File: config.mk
export PLATFORM = sky130hd
export DESIGN_NAME = ids_cordic_cell
export DESIGN_NICKNAME = d
export VERILOG_FILES = /design/src/hdl/ids_pkg.sv /design/src/hdl/ids_cordic_cell.sv
export SDC_FILE = /design/constraint.sdc
export NUM_CORES = 1
export LEC_CHECK = 0
export BUFFER_PORTS_ARGS = -buffer_cell sky130_fd_sc_hd__buf_2
export CAP_MARGIN = 15
export CORE_MARGIN = 2
export CORE_UTILIZATION = 50
export CTS_CLUSTER_SIZE = 24
export DETAILED_ROUTE_END_ITERATION = 16
export PLACE_DENSITY = 0.77
export SYNTH_ARGS = -nofsm -noshare
export SYNTH_HDL_FRONTEND = slang
export SYNTH_SLANG_ARGS = --single-unit
File: constraint.sdc
create_clock -name clk_i -period 1.5 [get_ports clk_i]
set_clock_uncertainty 0.15 [all_clocks]
set_input_delay 0.225 -clock clk_i [delete_from_list [all_inputs] [get_ports clk_i]]
set_output_delay 0.225 -clock clk_i [all_outputs]
set_load 0.05 [all_outputs]
File: src/hdl/ids_pkg.sv
package ids_pkg;

  localparam int unsigned IdsFractionBits = 16;
  localparam int unsigned IdsOutFracBits  = 15;
  localparam int unsigned IdsCordicStages = 16;
  localparam int unsigned IdsSqrtSteps    = IdsOutFracBits + 1;
  localparam int unsigned IdsOutW         = IdsOutFracBits + 1;
  localparam int unsigned IdsCordicFrac   = 30;

  localparam logic signed [31:0] IdsCordicGain = 32'sd652032874;

  // Item moving through the square-root cells.
  typedef struct packed {
    logic [31:0]        rem;
    logic [31:0]        root;
    logic signed [31:0] ang;
    logic [1:0]         quad;
    logic signed [15:0] mu;
  } ids_sq_t;

  // Item moving through the rotation cells.
  typedef struct packed {
    logic signed [31:0] x;
    logic signed [31:0] y;
    logic signed [31:0] ang;
    logic [1:0]         quad;
    logic signed [15:0] mu;
    logic [15:0]        wt;
  } ids_cr_t;

  // Arctangent of 2^-i in binary angle units, 2^32 per turn.
  function automatic logic [31:0] ids_atan(input int unsigned i);
    logic [31:0] a;
    case (i)
      0:  a = 32'h20000000;  1:  a = 32'h12E4051E;  2:  a = 32'h09FB385B;
      3:  a = 32'h051111D4;  4:  a = 32'h028B0D43;  5:  a = 32'h0145D7E1;
      6:  a = 32'h00A2F61E;  7:  a = 32'h00517C55;  8:  a = 32'h0028BE53;
      9:  a = 32'h00145F2F;  10: a = 32'h000A2F98;  11: a = 32'h000517CC;
      12: a = 32'h00028BE6;  13: a = 32'h000145F3;  14: a = 32'h0000A2FA;
      15: a = 32'h0000517D;  16: a = 32'h000028BE;  17: a = 32'h0000145F;
      18: a = 32'h00000A30;  19: a = 32'h00000518;  20: a = 32'h0000028C;
      21: a = 32'h00000146;  22: a = 32'h000000A3;  23: a = 32'h00000051;
      24: a = 32'h00000029;  25: a = 32'h00000014;  26: a = 32'h0000000A;
      27: a = 32'h00000005;  28: a = 32'h00000003;  29: a = 32'h00000001;
      30: a = 32'h00000001;
      default: a = 32'h00000000;
    endcase
    return a;
  endfunction

endpackage

File: src/hdl/ids_cordic_cell.sv
module ids_cordic_cell import ids_pkg::*; #(
  parameter int unsigned Stage = 0
) (
  input  logic    clk_i,
  input  logic    rst_ni,
  input  logic    en_i,
  input  logic    vld_i,
  input  ids_cr_t dat_i,
  output logic    vld_o,
  output ids_cr_t dat_o
);

  localparam logic signed [31:0] Atan = $signed(ids_atan(Stage));

  logic    vld_q;
  ids_cr_t dat_q, dat_d;
  logic signed [31:0] dx, dy;

  // One micro-rotation toward zero residual angle.
  always_comb begin
    dx    = dat_i.y >>> Stage;
    dy    = dat_i.x >>> Stage;
    dat_d = dat_i;
    if (!dat_i.ang[31]) begin
      dat_d.x   = dat_i.x - dx;
      dat_d.y   = dat_i.y + dy;
      dat_d.ang = dat_i.ang - Atan;
    end else begin
      dat_d.x   = dat_i.x + dx;
      dat_d.y   = dat_i.y - dy;
      dat_d.ang = dat_i.ang + Atan;
    end
  end

  always_ff @(posedge clk_i or negedge rst_ni) begin
    if (!rst_ni) begin
      vld_q <= 1'b0;
    end else if (en_i) begin
      vld_q <= vld_i;
    end
  end

  always_ff @(posedge clk_i) begin
    if (en_i) begin
      dat_q <= dat_d;
    end
  end

  assign vld_o = vld_q;
  assign dat_o = dat_q;

endmodule

==> impl_metrics.ini, run 1 <==
[clock_network]
htreeDepth = 4
numCtsBuffers = 17
cts.sinks = 130
cts.path.max_buffers = 2
root_buffer = clkbuf_16

[synth]
syn_avg_cell_area_um2 = 9.59
yosys_register_bits = 130
synth_edf_count = 129
synth.yosys.seq_area_share = 0.407
ys.flop_type = edfxtp_1
synth_area_mm2 = 0.00957
async_flop_share = 0.00769
ys_warn_count = 0
synth_fp_nets = 1230
syn_inst = 998
synth_cell_type_count = 71

[floorplanning]
start_util = 0.510
num_io_pins = 265
rows = 50
fp.dieH_um = 142
die_w_um = 142

[global_routing]
overflow = 15
grt_max_degree = 76
antenna_found_initial = 16
grt.total_usage = 0.791

[place]
hpwl_um = 28400
placed_area_mm2 = 0.0142
io_buffers = 264
place_congestion = 1.04

[timing]
worst_endpoint = dat_o[96]$_DFFE_PP_/D
worst-ep-kind = register data pin

[outcome]
status = stopped before the end
tool.error = [ERROR GRT-0232] Routing congestion too high. Check the congestion heatmap in the GUI.
stop_stage = global routing (5_1_grt)
cells by family after synthesis:
kind of cell / synth area share
mux: 0.00745
compound gates: 0.222
flops: 0.407
simple gates: 0.118
fa+ha+maj: 0.131
xor+xnor: 0.0540
buf+inv: 0.0602
metrics by stage:
step | hold WS (ns) | std cells | setup WS, ns
floorplan | -0.221 | 998 | -1.10
global placement | -0.151 | 1773 | -1.35
detailed placement | -0.149 | 1773 | -1.46
CTS | 0.0192 | 1914 | -0.908
per-layer routing:
| layer | GRT usage | GRT overflow |
|---|---|---|
| met1 | 0.766 | 0 |
| met4 | 0.775 | 7 |
| met5 | 0.456 | 0 |
| met2 | 0.926 | 6 |
| met3 | 0.705 | 2 |
synth_stat cells (all sizes together), types with 4 or more instances:
cell type	number	share of area
nand4	20	0.013
nand3	7	0.0042
o211ai	19	0.015
nor3b	4	0.0031
clkbuf	24	0.0097
xnor2	54	0.049
xor2	5	0.0046
a31oi	7	0.0046
nand2	38	0.015
o22ai	6	0.0039
o21bai	14	0.011
o31ai	11	0.0091
nor3	15	0.0078
a211o	5	0.0046
a211oi	13	0.011
o21ai	73	0.039
inv	98	0.038
fa	4	0.0084
ha	94	0.12
a21oi	113	0.061
nor2b	15	0.0098
a22oi	4	0.0031
or2	8	0.0052
buf	21	0.011
nand2b	10	0.0065
nor4	12	0.0078
nor2	80	0.031
a21o	22	0.017
edfxtp	129	0.40
o21a	8	0.0063
o31a	6	0.0055
mux2i	6	0.0063
or3	7	0.0046
timing repair:
item,4_1_cts
endpoints found under the setup margin,58
setup buffers,42
hold buffers,68
pin swaps,112
gates resized for setup,195
endpoints found under the hold margin,67
==> run 2, diff against run 1 <==
--- a/config.mk
+++ b/config.mk
@@ -8,10 +8,9 @@
 export BUFFER_PORTS_ARGS = -buffer_cell sky130_fd_sc_hd__buf_2
 export CAP_MARGIN = 15
 export CORE_MARGIN = 2
-export CORE_UTILIZATION = 50
-export CTS_CLUSTER_SIZE = 24
+export CORE_UTILIZATION = 35
 export DETAILED_ROUTE_END_ITERATION = 16
-export PLACE_DENSITY = 0.77
+export PLACE_DENSITY_LB_ADDON = 0.15
 export SYNTH_ARGS = -nofsm -noshare
 export SYNTH_HDL_FRONTEND = slang
 export SYNTH_SLANG_ARGS = --single-unit
==> run 2 against run 1 <==
The flow now finishes, with violations (setup timing). Synthesized cell count stayed put. Area after synthesis is the same.
==> impl_metrics.ini, run 2 <==
[worst_setup_path]
cp-start-kind = input port
reg2reg_from = vld_o
slowest_delay_ns = 0.34
crit_buf_inv = 2
crit_required_ns = 1.53
worstPathCellList = buf_8, inv_4, ha_4, fa_2, nand2b_4, a21o_4, a2111oi_4, nor2_2, o311a_1, o211ai_1, o211ai_1, xnor2_1
crit_type = in -> reg
critPathTopFamily = compound AO/OA/AOI/OAI gates
crit_path_frequent_cell = o211ai_1
r2r_slack_ns = 0.60
arrival_ns = 2.42
cp_max_fo = 3
slowest_stage = fa_2
crit_path_end_kind = flip-flop
r2r_end = vld_o
r2r_cells = 1

[global_routing]
overflow = 0
grt_first_pass_wirelength_um = 57800
grt_max_degree = 47
antenna_found_initial = 0
first_global_vias = 10400
grt.total_usage = 0.262

[synth]
synth_top_cell_by_area = edfxtp_1
ys_warn_count = 0
async_flop_share = 0.00769
ys.flop_type = edfxtp_1
synth_top_area_share = 0.405
synth.yosys.seq_area_share = 0.407
post-synth-top-count-cell = edfxtp_1
syn_avg_cell_area_um2 = 9.59
synth_fp_nets = 1230
synth_cell_type_count = 71
yosys-top-cells-count = edfxtp_1 (129), a21oi_1 (111), inv_1 (98)
synth_area_mm2 = 0.00957
netlist_top_cells_area = edfxtp_1 (40%), ha_1 (12%), a21oi_1 (5.8%)
yosys_register_bits = 130
syn_inst = 998
synth_edf_count = 129

[outcome]
status = complete, but fails checks
violations = setup timing

[floorplanning]
die_area_mm2 = 0.0287
die_w_um = 169
coreArea_mm2 = 0.0269
num_io_pins = 265
rows = 60
start_util = 0.356
fp.dieH_um = 169

[clock_network]
worstSkewPairLatency_ns = 0.42
numCtsBuffers = 17
htreeDepth = 4
root_buffer = clkbuf_16
cts.sinks = 130
cts.path.max_buffers = 2
clkTransAtPathRegs_ns = 0.07
cts_tree = done

[flow_run]
max-cap-violations = 0

[final_layout]
fin_cells = 2040
mostFrequentLayoutCell = buf_4
final_cell_mix = buf_4 (333), buf_2 (239), edfxtp_1 (129)
syn_to_final_growth_pct = 82.9
largest_reg_flops = 129
fin_nets = 1918
utilization = 0.651
diodes = 0
multiInputGateArea_mm2 = 0.00682
n_fill_cell = 2173
seqCellArea_mm2 = 0.00390
drive_gt1_frac = 0.563

[timing]
worst_slack_ns = -0.885
tns_ns = -38.26
finalCriticalPeriod_ns = 2.38
worstMarginPinSlew_ns = 0.509
maxSlewHeadroom = 0.656
max_clock_freq_ghz = 0.419
setup_viol = 58
report.final.slew_viol_count = 0
final_hold_viol_count = 0
rsz0062_at_grt = yes
period_share = 1.59

[detailed_routing]
wl_per_cell_um = 19.1
drc = 0
postRouteAntennaNets = 0
drtIter0Drc = 682
routed_via_density = 5.08
dr.pass1.iters = 5
num_vias = 10400
wl_um = 38900

[min_path]
min_from = en_i
hold_path_depth = 1
hold_end = dat_o[70]
hp-class = in -> reg

[power]
intPower_w = 0.0100
pwr-share-comb = 0.441
p_seq_frac = 0.288
ir_drop_mv = 0.541
p_per_area_mw_per_mm2 = 940
sw_frac_of_total = 0.390
p_sw_w = 0.00642
p_leak_nw = 7.71
clkPwrFrac = 0.270

[place]
hpwl_um = 28900
dp_slack_ns = -1.43
place_congestion = 0.931
dp_cells = 1897
io_buffers = 264
-- run 2: cell counts after synthesis --
Identical to the previous run, type by type.
-- run 2: stage by stage --
step | power (W) | instance area (um2) | hold WS, ns
after floorplan | 0.00858 | 10400 | -0.221
after global placement | 0.0110 | 14500 | -0.151
after detailed placement | 0.0110 | 14500 | -0.147
after CTS | 0.0161 | 16800 | 0.00128
after global routing | 0.0171 | 17500 | 0.00353
final | 0.0165 | 17500 | 0.00819
-- run 2: final cells by class --
type / count / area share
Clock inverter: 14 / 0.00965
Inverter: 100 / 0.0258
Sequential cell: 130 / 0.223
Timing Repair Buffer: 714 / 0.303
Clock buffer: 18 / 0.0245
Multi-Input combinational cell: 723 / 0.390
Tap cell: 341 / 0.0244
-- run 2: logic make-up after synthesis --
kind of cell / after synthesis / synth area share
compound gates: 331 / 0.222
fa+ha+maj: 98 / 0.131
buf+inv: 145 / 0.0602
simple gates: 228 / 0.118
mux: 7 / 0.00745
xor+xnor: 59 / 0.0540
flops: 130 / 0.407
-- run 2: power groups by stage --
stage | clock network [W] | registers [W] | logic (W)
2_1_floorplan | 0 | 0.00636 | 0.00222
3_3_place_gp | 0 | 0.00481 | 0.00614
3_5_place_dp | 0 | 0.00481 | 0.00616
4_1_cts | 0.00454 | 0.00474 | 0.00681
5_1_grt | 0.00468 | 0.00478 | 0.00767
6_report | 0.00445 | 0.00474 | 0.00726
-- run 2: repair_timing --
item / CTS / global route
hold buffers: 68 / 0
endpoints found under the hold margin: 67 / 0
cloned: 0 / 0
setup buffers: 36 / 24
pin swaps: 115 / 101
endpoints found under the setup margin: 65 / 60
resized for setup: 189 / 150
-- run 2: worst max path at each step --
stage / start / endpoint / slack, ns / cells after the start
6_report: dat_i[66] / dat_o[96] / -0.88 / 12
5_1_grt: dat_i[66] / dat_o[96] / -0.98 / 12
4_1_cts: dat_i[66] / dat_o[96] / -0.86 / 12
3_5_place_dp: dat_i[98] / dat_o[128] / -1.43 / 12
3_3_place_gp: dat_i[98] / dat_o[128] / -1.39 / 12
2_1_floorplan: dat_i[112] / dat_o[128] / -1.10 / 9
-- run 2: per-layer routing --
metal	global-route usage	share of wire	wire length (um)
met1	0.340	0.43	16800
met2	0.459	0.49	19200
met3	0.0282	0.050	1930
met4	0.0780	0.024	922
met5	0	0	0
(Power assumes the default switching activity.)
